**config.mk**
```make
export PLATFORM = sky130hd
export DESIGN_NAME = semaphore_wait_queue_table
export DESIGN_NICKNAME = d
export VERILOG_FILES = /design/src/hdl/swqt_pkg.sv /design/src/hdl/swqt_match.sv /design/src/hdl/swqt_ctrl.sv /design/src/hdl/semaphore_wait_queue_table.sv
export SDC_FILE = /design/constraint.sdc
export NUM_CORES = 2
export LEC_CHECK = 0
export ABC_CLOCK_PERIOD_IN_PS = 5340
export BUFFER_PORTS_ARGS = -buffer_cell sky130_fd_sc_hd__buf_2
export CAP_MARGIN = 0
export CORE_ASPECT_RATIO = 1.4
export CORE_UTILIZATION = 56
export DETAILED_ROUTE_END_ITERATION = 16
export HOLD_SLACK_MARGIN = 0.1
export PLACE_DENSITY = 0.72
export SLEW_MARGIN = 20
export SYNTH_ARGS = -nofsm -noshare
export SYNTH_HDL_FRONTEND = slang
export SYNTH_SLANG_ARGS = --single-unit
```
**constraint.sdc**
```tcl
create_clock -name clk -period 5.34 [get_ports clk]
set_input_delay 0.534 -clock clk [delete_from_list [all_inputs] [get_ports clk]]
set_output_delay 0.534 -clock clk [all_outputs]
set_load 0.1 [all_outputs]
```
**src/hdl/swqt_pkg.sv**
```systemverilog
// ----------------------------------------------------------------------------
// swqt_pkg
// shared types and codes for the semaphore wait queue table
// ----------------------------------------------------------------------------
package swqt_pkg;

  localparam int DefMaxProcs = 32;
  localparam int KeyW        = 32;
  localparam int PidW        = 5;

  typedef enum logic [1:0] {
    REQ_INSERT = 2'd0,
    REQ_REMOVE = 2'd1,
    REQ_OUT    = 2'd2,
    REQ_PEEK   = 2'd3
  } req_t;

  typedef enum logic [1:0] {
    ST_OK   = 2'd0,
    ST_NONE = 2'd1,
    ST_FULL = 2'd2,
    ST_DUP  = 2'd3
  } status_t;

  // result of the key search over the descriptor keys
  typedef struct packed {
    logic       hit;
    logic       free_ok;
    logic [7:0] hit_idx;
    logic [7:0] free_idx;
  } match_t;

endpackage

```
**src/hdl/swqt_match.sv**
```systemverilog
// ----------------------------------------------------------------------------
// swqt_match
// associative key search across descriptors, one entry per cycle
// ----------------------------------------------------------------------------
module swqt_match
  import swqt_pkg::*;
#(
  parameter int MaxProcs = DefMaxProcs,
  localparam int IdxW = (MaxProcs > 1) ? $clog2(MaxProcs) : 1
) (
  input  logic            clk,
  input  logic            rst,
  input  logic            go,
  input  logic [KeyW-1:0] key,
  input  logic            wr_en,
  input  logic [IdxW-1:0] wr_idx,
  input  logic            wr_active,
  input  logic [KeyW-1:0] wr_key,
  output logic            done,
  output match_t          res
);

  logic [KeyW-1:0] key_mem [MaxProcs];
  logic [MaxProcs-1:0] active;
  logic [IdxW:0] cnt;
  logic running;
  logic [KeyW-1:0] rd_key;
  logic [IdxW-1:0] rd_idx;
  logic rd_vld;
  logic rd_act;

  always_ff @(posedge clk) begin
    if (wr_en) begin
      key_mem[wr_idx] <= wr_key;
    end
    rd_key <= key_mem[cnt[IdxW-1:0]];
  end

  always_ff @(posedge clk) begin
    if (rst) begin
      active  <= '0;
      running <= 1'b0;
      cnt     <= '0;
      rd_vld  <= 1'b0;
      done    <= 1'b0;
      res     <= '0;
    end else begin
      done <= 1'b0;
      if (wr_en) begin
        active[wr_idx] <= wr_active;
      end
      rd_vld <= running;
      rd_idx <= cnt[IdxW-1:0];
      rd_act <= active[cnt[IdxW-1:0]];
      if (go) begin
        running <= 1'b1;
        cnt     <= '0;
        res     <= '0;
      end else if (running) begin
        if (cnt == (IdxW+1)'(MaxProcs - 1)) begin
          running <= 1'b0;
        end
        cnt <= cnt + 1'b1;
      end
      if (rd_vld) begin
        if (rd_act && rd_key == key && key != '0 && !res.hit) begin
          res.hit     <= 1'b1;
          res.hit_idx <= 8'(rd_idx);
        end
        if (!rd_act && !res.free_ok) begin
          res.free_ok  <= 1'b1;
          res.free_idx <= 8'(rd_idx);
        end
        if (!running) begin
          done <= 1'b1;
        end
      end
    end
  end

endmodule

```
**src/hdl/swqt_ctrl.sv**
```systemverilog
// ----------------------------------------------------------------------------
// swqt_ctrl
// request sequencer: reads, modifies and writes back the queue memories
// ----------------------------------------------------------------------------
module swqt_ctrl
  import swqt_pkg::*;
#(
  parameter int MaxProcs = DefMaxProcs,
  localparam int IdxW = (MaxProcs > 1) ? $clog2(MaxProcs) : 1
) (
  input  logic            clk,
  input  logic            rst,
  input  logic            start,
  input  logic [1:0]      req_type,
  input  logic [KeyW-1:0] sem_key,
  input  logic [PidW-1:0] proc_id,
  output logic            busy,
  output logic            strobe,
  output logic [1:0]      status,
  output logic [PidW-1:0] result_proc
);

  typedef enum logic [3:0] {
    S_IDLE, S_PKEY_RD, S_PKEY, S_SEARCH, S_DEC_RD, S_DECIDE, S_WALK_RD, S_WALK,
    S_NEXT_RD, S_NEXT, S_DONE
  } state_t;

  state_t state;
  req_t req;
  logic [KeyW-1:0] key;
  logic [IdxW-1:0] pid;
  logic pid_ok;
  logic [MaxProcs-1:0] queued;

  // per-descriptor head/tail and per-process next/key memories
  logic [IdxW-1:0] head_mem [MaxProcs];
  logic [IdxW-1:0] tail_mem [MaxProcs];
  logic [IdxW-1:0] next_mem [MaxProcs];
  logic [KeyW-1:0] pkey_mem [MaxProcs];
  logic [IdxW-1:0] d_addr, n_addr, p_addr;
  logic [IdxW-1:0] head_q, tail_q, next_q;
  logic [KeyW-1:0] pkey_q;

  logic go, m_done, m_wr;
  logic [IdxW-1:0] m_wr_idx;
  logic m_wr_act;
  logic [KeyW-1:0] m_wr_key;
  match_t m_res;
  logic [IdxW-1:0] d, cur, prev, hd, tl;
  logic [IdxW:0] steps;

  swqt_match #(.MaxProcs(MaxProcs)) u_match (
    .clk(clk), .rst(rst), .go(go), .key(key),
    .wr_en(m_wr), .wr_idx(m_wr_idx), .wr_active(m_wr_act), .wr_key(m_wr_key),
    .done(m_done), .res(m_res)
  );

  always_ff @(posedge clk) begin
    head_q <= head_mem[d_addr];
    tail_q <= tail_mem[d_addr];
    next_q <= next_mem[n_addr];
    pkey_q <= pkey_mem[p_addr];
  end

  assign busy = (state != S_IDLE);

  always_ff @(posedge clk) begin
    if (rst) begin
      state  <= S_IDLE;
      queued <= '0;
      strobe <= 1'b0;
      go     <= 1'b0;
      m_wr   <= 1'b0;
    end else begin
      strobe <= 1'b0;
      go     <= 1'b0;
      m_wr   <= 1'b0;
      unique case (state)
        S_IDLE: begin
          if (start) begin
            req    <= req_t'(req_type);
            key    <= sem_key;
            pid    <= IdxW'(proc_id);
            pid_ok <= (32'(proc_id) < MaxProcs);
            p_addr <= IdxW'(proc_id);
            state  <= S_PKEY_RD;
          end
        end
        S_PKEY_RD: state <= S_PKEY;
        S_PKEY: begin
          // out looks up the key recorded for the process
          if (req == REQ_OUT) begin
            if (!pid_ok || !queued[pid]) begin
              status <= ST_NONE;
              state  <= S_DONE;
            end else begin
              key   <= pkey_q;
              go    <= 1'b1;
              state <= S_SEARCH;
            end
          end else if (key == '0 || (req == REQ_INSERT && !pid_ok)) begin
            status <= ST_NONE;
            state  <= S_DONE;
          end else if (req == REQ_INSERT && queued[pid]) begin
            status <= ST_DUP;
            state  <= S_DONE;
          end else begin
            go    <= 1'b1;
            state <= S_SEARCH;
          end
        end
        S_SEARCH: begin
          if (m_done) begin
            d      <= IdxW'(m_res.hit_idx);
            d_addr <= IdxW'(m_res.hit_idx);
            state  <= S_DEC_RD;
          end
        end
        S_DEC_RD: state <= S_DECIDE;
        S_DECIDE: begin
          // head_q and tail_q hold the hit descriptor
          hd <= head_q;
          tl <= tail_q;
          if (!m_res.hit && req != REQ_INSERT) begin
            status <= ST_NONE;
            state  <= S_DONE;
          end else begin
            unique case (req)
              REQ_INSERT: begin
                if (m_res.hit) begin
                  next_mem[tail_q] <= pid;
                  tail_mem[d]      <= pid;
                  status <= ST_OK;
                end else if (!m_res.free_ok) begin
                  status <= ST_FULL;
                end else begin
                  m_wr     <= 1'b1;
                  m_wr_idx <= IdxW'(m_res.free_idx);
                  m_wr_act <= 1'b1;
                  m_wr_key <= key;
                  head_mem[IdxW'(m_res.free_idx)] <= pid;
                  tail_mem[IdxW'(m_res.free_idx)] <= pid;
                  status <= ST_OK;
                end
                if (m_res.hit || m_res.free_ok) begin
                  queued[pid]   <= 1'b1;
                  pkey_mem[pid] <= key;
                end
                state <= S_DONE;
              end
              REQ_PEEK: begin
                status      <= ST_OK;
                result_proc <= PidW'(head_q);
                state       <= S_DONE;
              end
              REQ_REMOVE: begin
                status      <= ST_OK;
                result_proc <= PidW'(head_q);
                n_addr      <= head_q;
                state       <= S_NEXT_RD;
              end
              default: begin
                cur    <= head_q;
                prev   <= head_q;
                n_addr <= head_q;
                steps  <= '0;
                state  <= S_WALK_RD;
              end
            endcase
          end
        end
        S_NEXT_RD: state <= S_NEXT;
        S_NEXT: begin
          // pop head, release descriptor if it was the last one
          if (hd == tl) begin
            m_wr     <= 1'b1;
            m_wr_idx <= d;
            m_wr_act <= 1'b0;
            m_wr_key <= '0;
          end else begin
            head_mem[d] <= next_q;
          end
          queued[hd]   <= 1'b0;
          pkey_mem[hd] <= '0;
          state <= S_DONE;
        end
        S_WALK_RD: state <= S_WALK;
        S_WALK: begin
          // next_q is next of cur
          if (cur == pid) begin
            status      <= ST_OK;
            result_proc <= PidW'(pid);
            if (hd == pid && tl == pid) begin
              m_wr     <= 1'b1;
              m_wr_idx <= d;
              m_wr_act <= 1'b0;
              m_wr_key <= '0;
            end else if (hd == pid) begin
              head_mem[d] <= next_q;
            end else begin
              next_mem[prev] <= next_q;
              if (tl == pid) begin
                tail_mem[d] <= prev;
              end
            end
            queued[pid]   <= 1'b0;
            pkey_mem[pid] <= '0;
            state <= S_DONE;
          end else if (cur == tl || steps == (IdxW+1)'(MaxProcs - 1)) begin
            status <= ST_NONE;
            state  <= S_DONE;
          end else begin
            prev   <= cur;
            cur    <= next_q;
            n_addr <= next_q;
            steps  <= steps + 1'b1;
            state  <= S_WALK_RD;
          end
        end
        S_DONE: begin
          strobe <= 1'b1;
          if (status != ST_OK || req == REQ_INSERT) begin
            result_proc <= '0;
          end
          state <= S_IDLE;
        end
        default: state <= S_IDLE;
      endcase
      if (state == S_IDLE && start) begin
        result_proc <= '0;
      end
    end
  end

endmodule

```
**src/hdl/semaphore_wait_queue_table.sv**
```systemverilog
// ----------------------------------------------------------------------------
// semaphore_wait_queue_table
// table of semaphore descriptors, each a fifo of blocked process ids
// ----------------------------------------------------------------------------
// channel  direction  signals
// request  in         start/busy, req_type, sem_key, proc_id
// result   out        strobe, status, result_proc
//
// one request at a time; busy is high from the cycle after acceptance and
// drops in the cycle that carries the result strobe. the key search scans
// MaxProcs descriptors one per cycle; an out request also walks the queue
// entry by entry, and a request refused on its fields alone skips the search.
// synchronous reset clears all valid and queued bits at once; no sweep.
// the receiver cannot stall: the strobe lasts one cycle.
module semaphore_wait_queue_table
  import swqt_pkg::*;
#(
  parameter int MaxProcs = DefMaxProcs
) (
  input  logic            clk,
  input  logic            rst,
  input  logic            start,
  input  logic [1:0]      req_type,
  input  logic [KeyW-1:0] sem_key,
  input  logic [PidW-1:0] proc_id,
  output logic            busy,
  output logic            strobe,
  output logic [1:0]      status,
  output logic [PidW-1:0] result_proc
);

  swqt_ctrl #(.MaxProcs(MaxProcs)) u_ctrl (
    .clk(clk), .rst(rst), .start(start), .req_type(req_type),
    .sem_key(sem_key), .proc_id(proc_id), .busy(busy), .strobe(strobe),
    .status(status), .result_proc(result_proc)
  );

endmodule

```
==> metrics.cfg <==
[timing]
worstMarginPinSlew_ps=1227
timing.final.ws_setup_ps=1073
period_share_pct=79.90
max_freq_mhz=234.4
unrepaired_setup_endpoints_after_global_routing=no
post-route-min-period_ps=4267
clock_skew_ps=67.94
setup_viol_count_final=0
final-max-slew-violation-count=0
tns_ps=0
hold_viol=0
max-slew-margin-rel_pct=18.17

[final_layout]
fin_cells=8170
leading_cell_type_in_the_layout_fill_and_taps_excluded=edfxtp_1
filler_cell_count=12810
footprint_of_the_multi_input_gates_mm2=0.02551
nNetsFinal=5410
area_growth_pct=11.67
leading_cell_types_in_the_layout_fill_and_taps_excluded=edfxtp_1 (2,654), mux4_2 (743), clkbuf_16 (246)
share_of_post_route_cells_with_drive_strength_above_1_pct=28.09
sequential_cell_area_mm2=0.08314

[die]
effective_utilization_at_floorplan_pct=56.41
fp.coreArea_mm2=0.1938
core.rowCount=191
chipWidth_um=375.4
die_area_mm2=0.1970
die_h_um=524.8
io_pins=51

[synthesis]
synth_simple_gate_area_share_pct=2.887
yosys_register_bits=2825
post_synthesis_adder_cell_area_fraction_pct=0.08010
ys.warnings.count=0
synth-async-reset-ratio_pct=0
syn_area_mm2=0.1093
syn_nets=5208
synth-main-ff-cell=edfxtp_1
synth_edf_count=2654
synth_cells=5159
synth_compound_area_share_pct=2.674
seq_area_frac_synth_pct=76.02
synth.area.mux_share_pct=16.62
synth_top_family_by_area=multiplexers
average_footprint_of_a_synthesized_cell_um2=21.19
netlist-cell-type-count=76
synth-xor-area-share_pct=0.5127

[setup_path]
crit_family=simple AND/OR/NAND/NOR gates
worst_ep_required_time_ps=5900
worstPathBufferInverterCount=2
crit_path_start_kind=register
crit_path_max_fanout=18
timing.critical_path.arrival_ps=4830
cp_cell_sequence=nand3b_4 -> nor2_4 -> nand3_2 -> a21o_1 -> buf_4 -> a211o_1 -> nor2_4 -> buf_4
path_class=reg -> reg
worst_path_max_delay_cell=dfxtp_1
critPathCaptureType=register
crit_path_max_incr_delay_ps=700

[place]
detailedPlace.worstSlack_ps=1145
post-place-cells=7679
dpl.hpwl_mm=152.8
routabilityCongestion=0.8548
buffer_ports.inserted=50

[global_route]
grt-ovfl-total=0
grt_start_max_net_pins=144
global_route.usage.total_pct=27.38
first_global_vias=55530
antenna_found_initial=8
grt_pass1_wl_mm=385.7

[pwr]
vdd_drop_max_mv=0.3923
total_leakage_power_uw=0.03718
power.density_mw_per_mm2=353.1

[drt]
wl_per_cell_um=32.81
route.detailed.vias_per_inst=6.645
drt_iter0_markers=6499
drt_wl_total_mm=268.1
dr.pass1.iters=7
total_vias_in_the_final_route=54290
detail-route-antenna-nets=0
drc=0

[clocking]
tritoncts_num_sinks=2825
clock_path_buffers=4
clock_tree_from_tritoncts=done
h-tree-depth=4
holdBufCountCts=39
cts.clk_slew.worst_paths_ps=70
cts_inserted_buffers=243
clk-insertion-delay-late_ps=890
post_cts_resize_count=0
cts.root.buffer_cell=clkbuf_16
cts_post_setup_buffers_inserted=0

[hold_path]
hold_class=in -> reg

[run]
timing.max_cap.violations=0

[run_status]
outcome=complete, no violations

==> area by class of cell <==
class	count	share of cell area, %
Clock buffer	320	5.483
Multi-Input combinational cell	2020	20.89
Antenna cell	4	0.008198
Timing Repair Buffer	256	1.840
Tap cell	2605	2.670
Sequential cell	2825	68.09
Clock inverter	125	0.9684
Inverter	15	0.04611
==> worst paths after layout <==
kind / startpoint / endpoint / slack (ps) / cells after the start
max reg2reg: u_ctrl.state[0] / u_ctrl.pkey_mem[15][31] / 1070 / 8
min reg2reg: u_ctrl.u_match.res[12] / u_ctrl.d[4] / 450 / 0
min: rst / u_ctrl.state[1] / 190 / 2
max: u_ctrl.state[0] / u_ctrl.pkey_mem[15][31] / 1070 / 8
==> worst register-to-register path, delay by kind of cell, from the launching register on <==
kind | cells | cell delay, ps
DFF | 1 | 700
buffers and inverters | 2 | 590
AOI/OAI and AO/OA | 2 | 880
and+or+nand+nor | 4 | 1800
==> sequential cells by signal, indices dropped and copies added (netlist names), 6 cells and up <==
signal / flops
u_ctrl.tail_mem: 160
u_ctrl.key: 32
u_ctrl.u_match.active: 32
u_ctrl.u_match.cnt: 6
u_ctrl.pkey_mem: 1024
u_ctrl.u_match.res: 12
u_ctrl.head_mem: 160
u_ctrl.next_mem: 160
u_ctrl.u_match.key_mem: 1024
u_ctrl.pkey_q: 32
u_ctrl.u_match.rd_key: 32
u_ctrl.m_wr_key: 32
u_ctrl.queued: 32
u_ctrl.steps: 6
==> Yosys cell counts (all sizes together), types with 14 or more instances <==
library cell	n	area [µm²]
nor3	28	145.1
mux2i	39	390.4
dfxtp	171	3423
mux2	93	1047
nand3b	15	125.1
edfxtp	2654	79700
nor2	233	884.6
mux4	743	16730
nor4	19	118.9
inv	14	52.55
nor3b	15	112.6
nand4	30	187.7
xor2	49	429.2
nand3	32	165.2
clkbuf	186	698.2
and2	71	444.2
buf	113	564.3
nand2	135	506.7
o21ai	92	460.4
xnor2	15	131.4
a21oi	136	680.7
a2111oi	26	365.3
a22oi	106	795.8
==> where the power goes <==
part | leakage, µW | internal (µW) | switching [µW]
Sequential | 0.0253 | 24200 | 113
Combinational | 0.00805 | 507 | 774
Clock | 0.00385 | 9740 | 7830
==> kinds of logic after synthesis <==
| kind of cell | count (synthesis) |
|---|---|
| AO/OA/AOI/OAI | 432 |
| XOR/XNOR | 64 |
| adder cells (fa/ha/maj) | 7 |
| buffers and inverters | 314 |
| flip-flops | 2825 |
| multiplexers | 875 |
| AND/OR/NAND/NOR | 642 |
==> per-stage QoR <==
step / instance area (µm²) / hold WS [ps] / util, % / power (µW)
2_1_floorplan: 109300 / 400.8 / - / 25540
3_3_place_gp: 113700 / 423.5 / 58.66 / 25980
6_report: 122100 / 191.5 / 63.00 / 43110
3_5_place_dp: 113700 / 421.3 / 58.69 / 26000
5_1_grt: 122100 / 194.6 / 62.99 / 44060
4_1_cts: 122000 / 135.5 / 62.95 / 43220
==> per-layer routing <==
layer / vias up / routed length, µm / track usage [%]
met3: 627 / 22930 / 4.077
met4: 4 / 11240 / 10.64
li1: 21900 / - / -
met2: 3104 / 139400 / 47.30
met1: 28660 / 94480 / 35.10
met5: - / 33 / 0
Power figures use the tool's default switching activity.
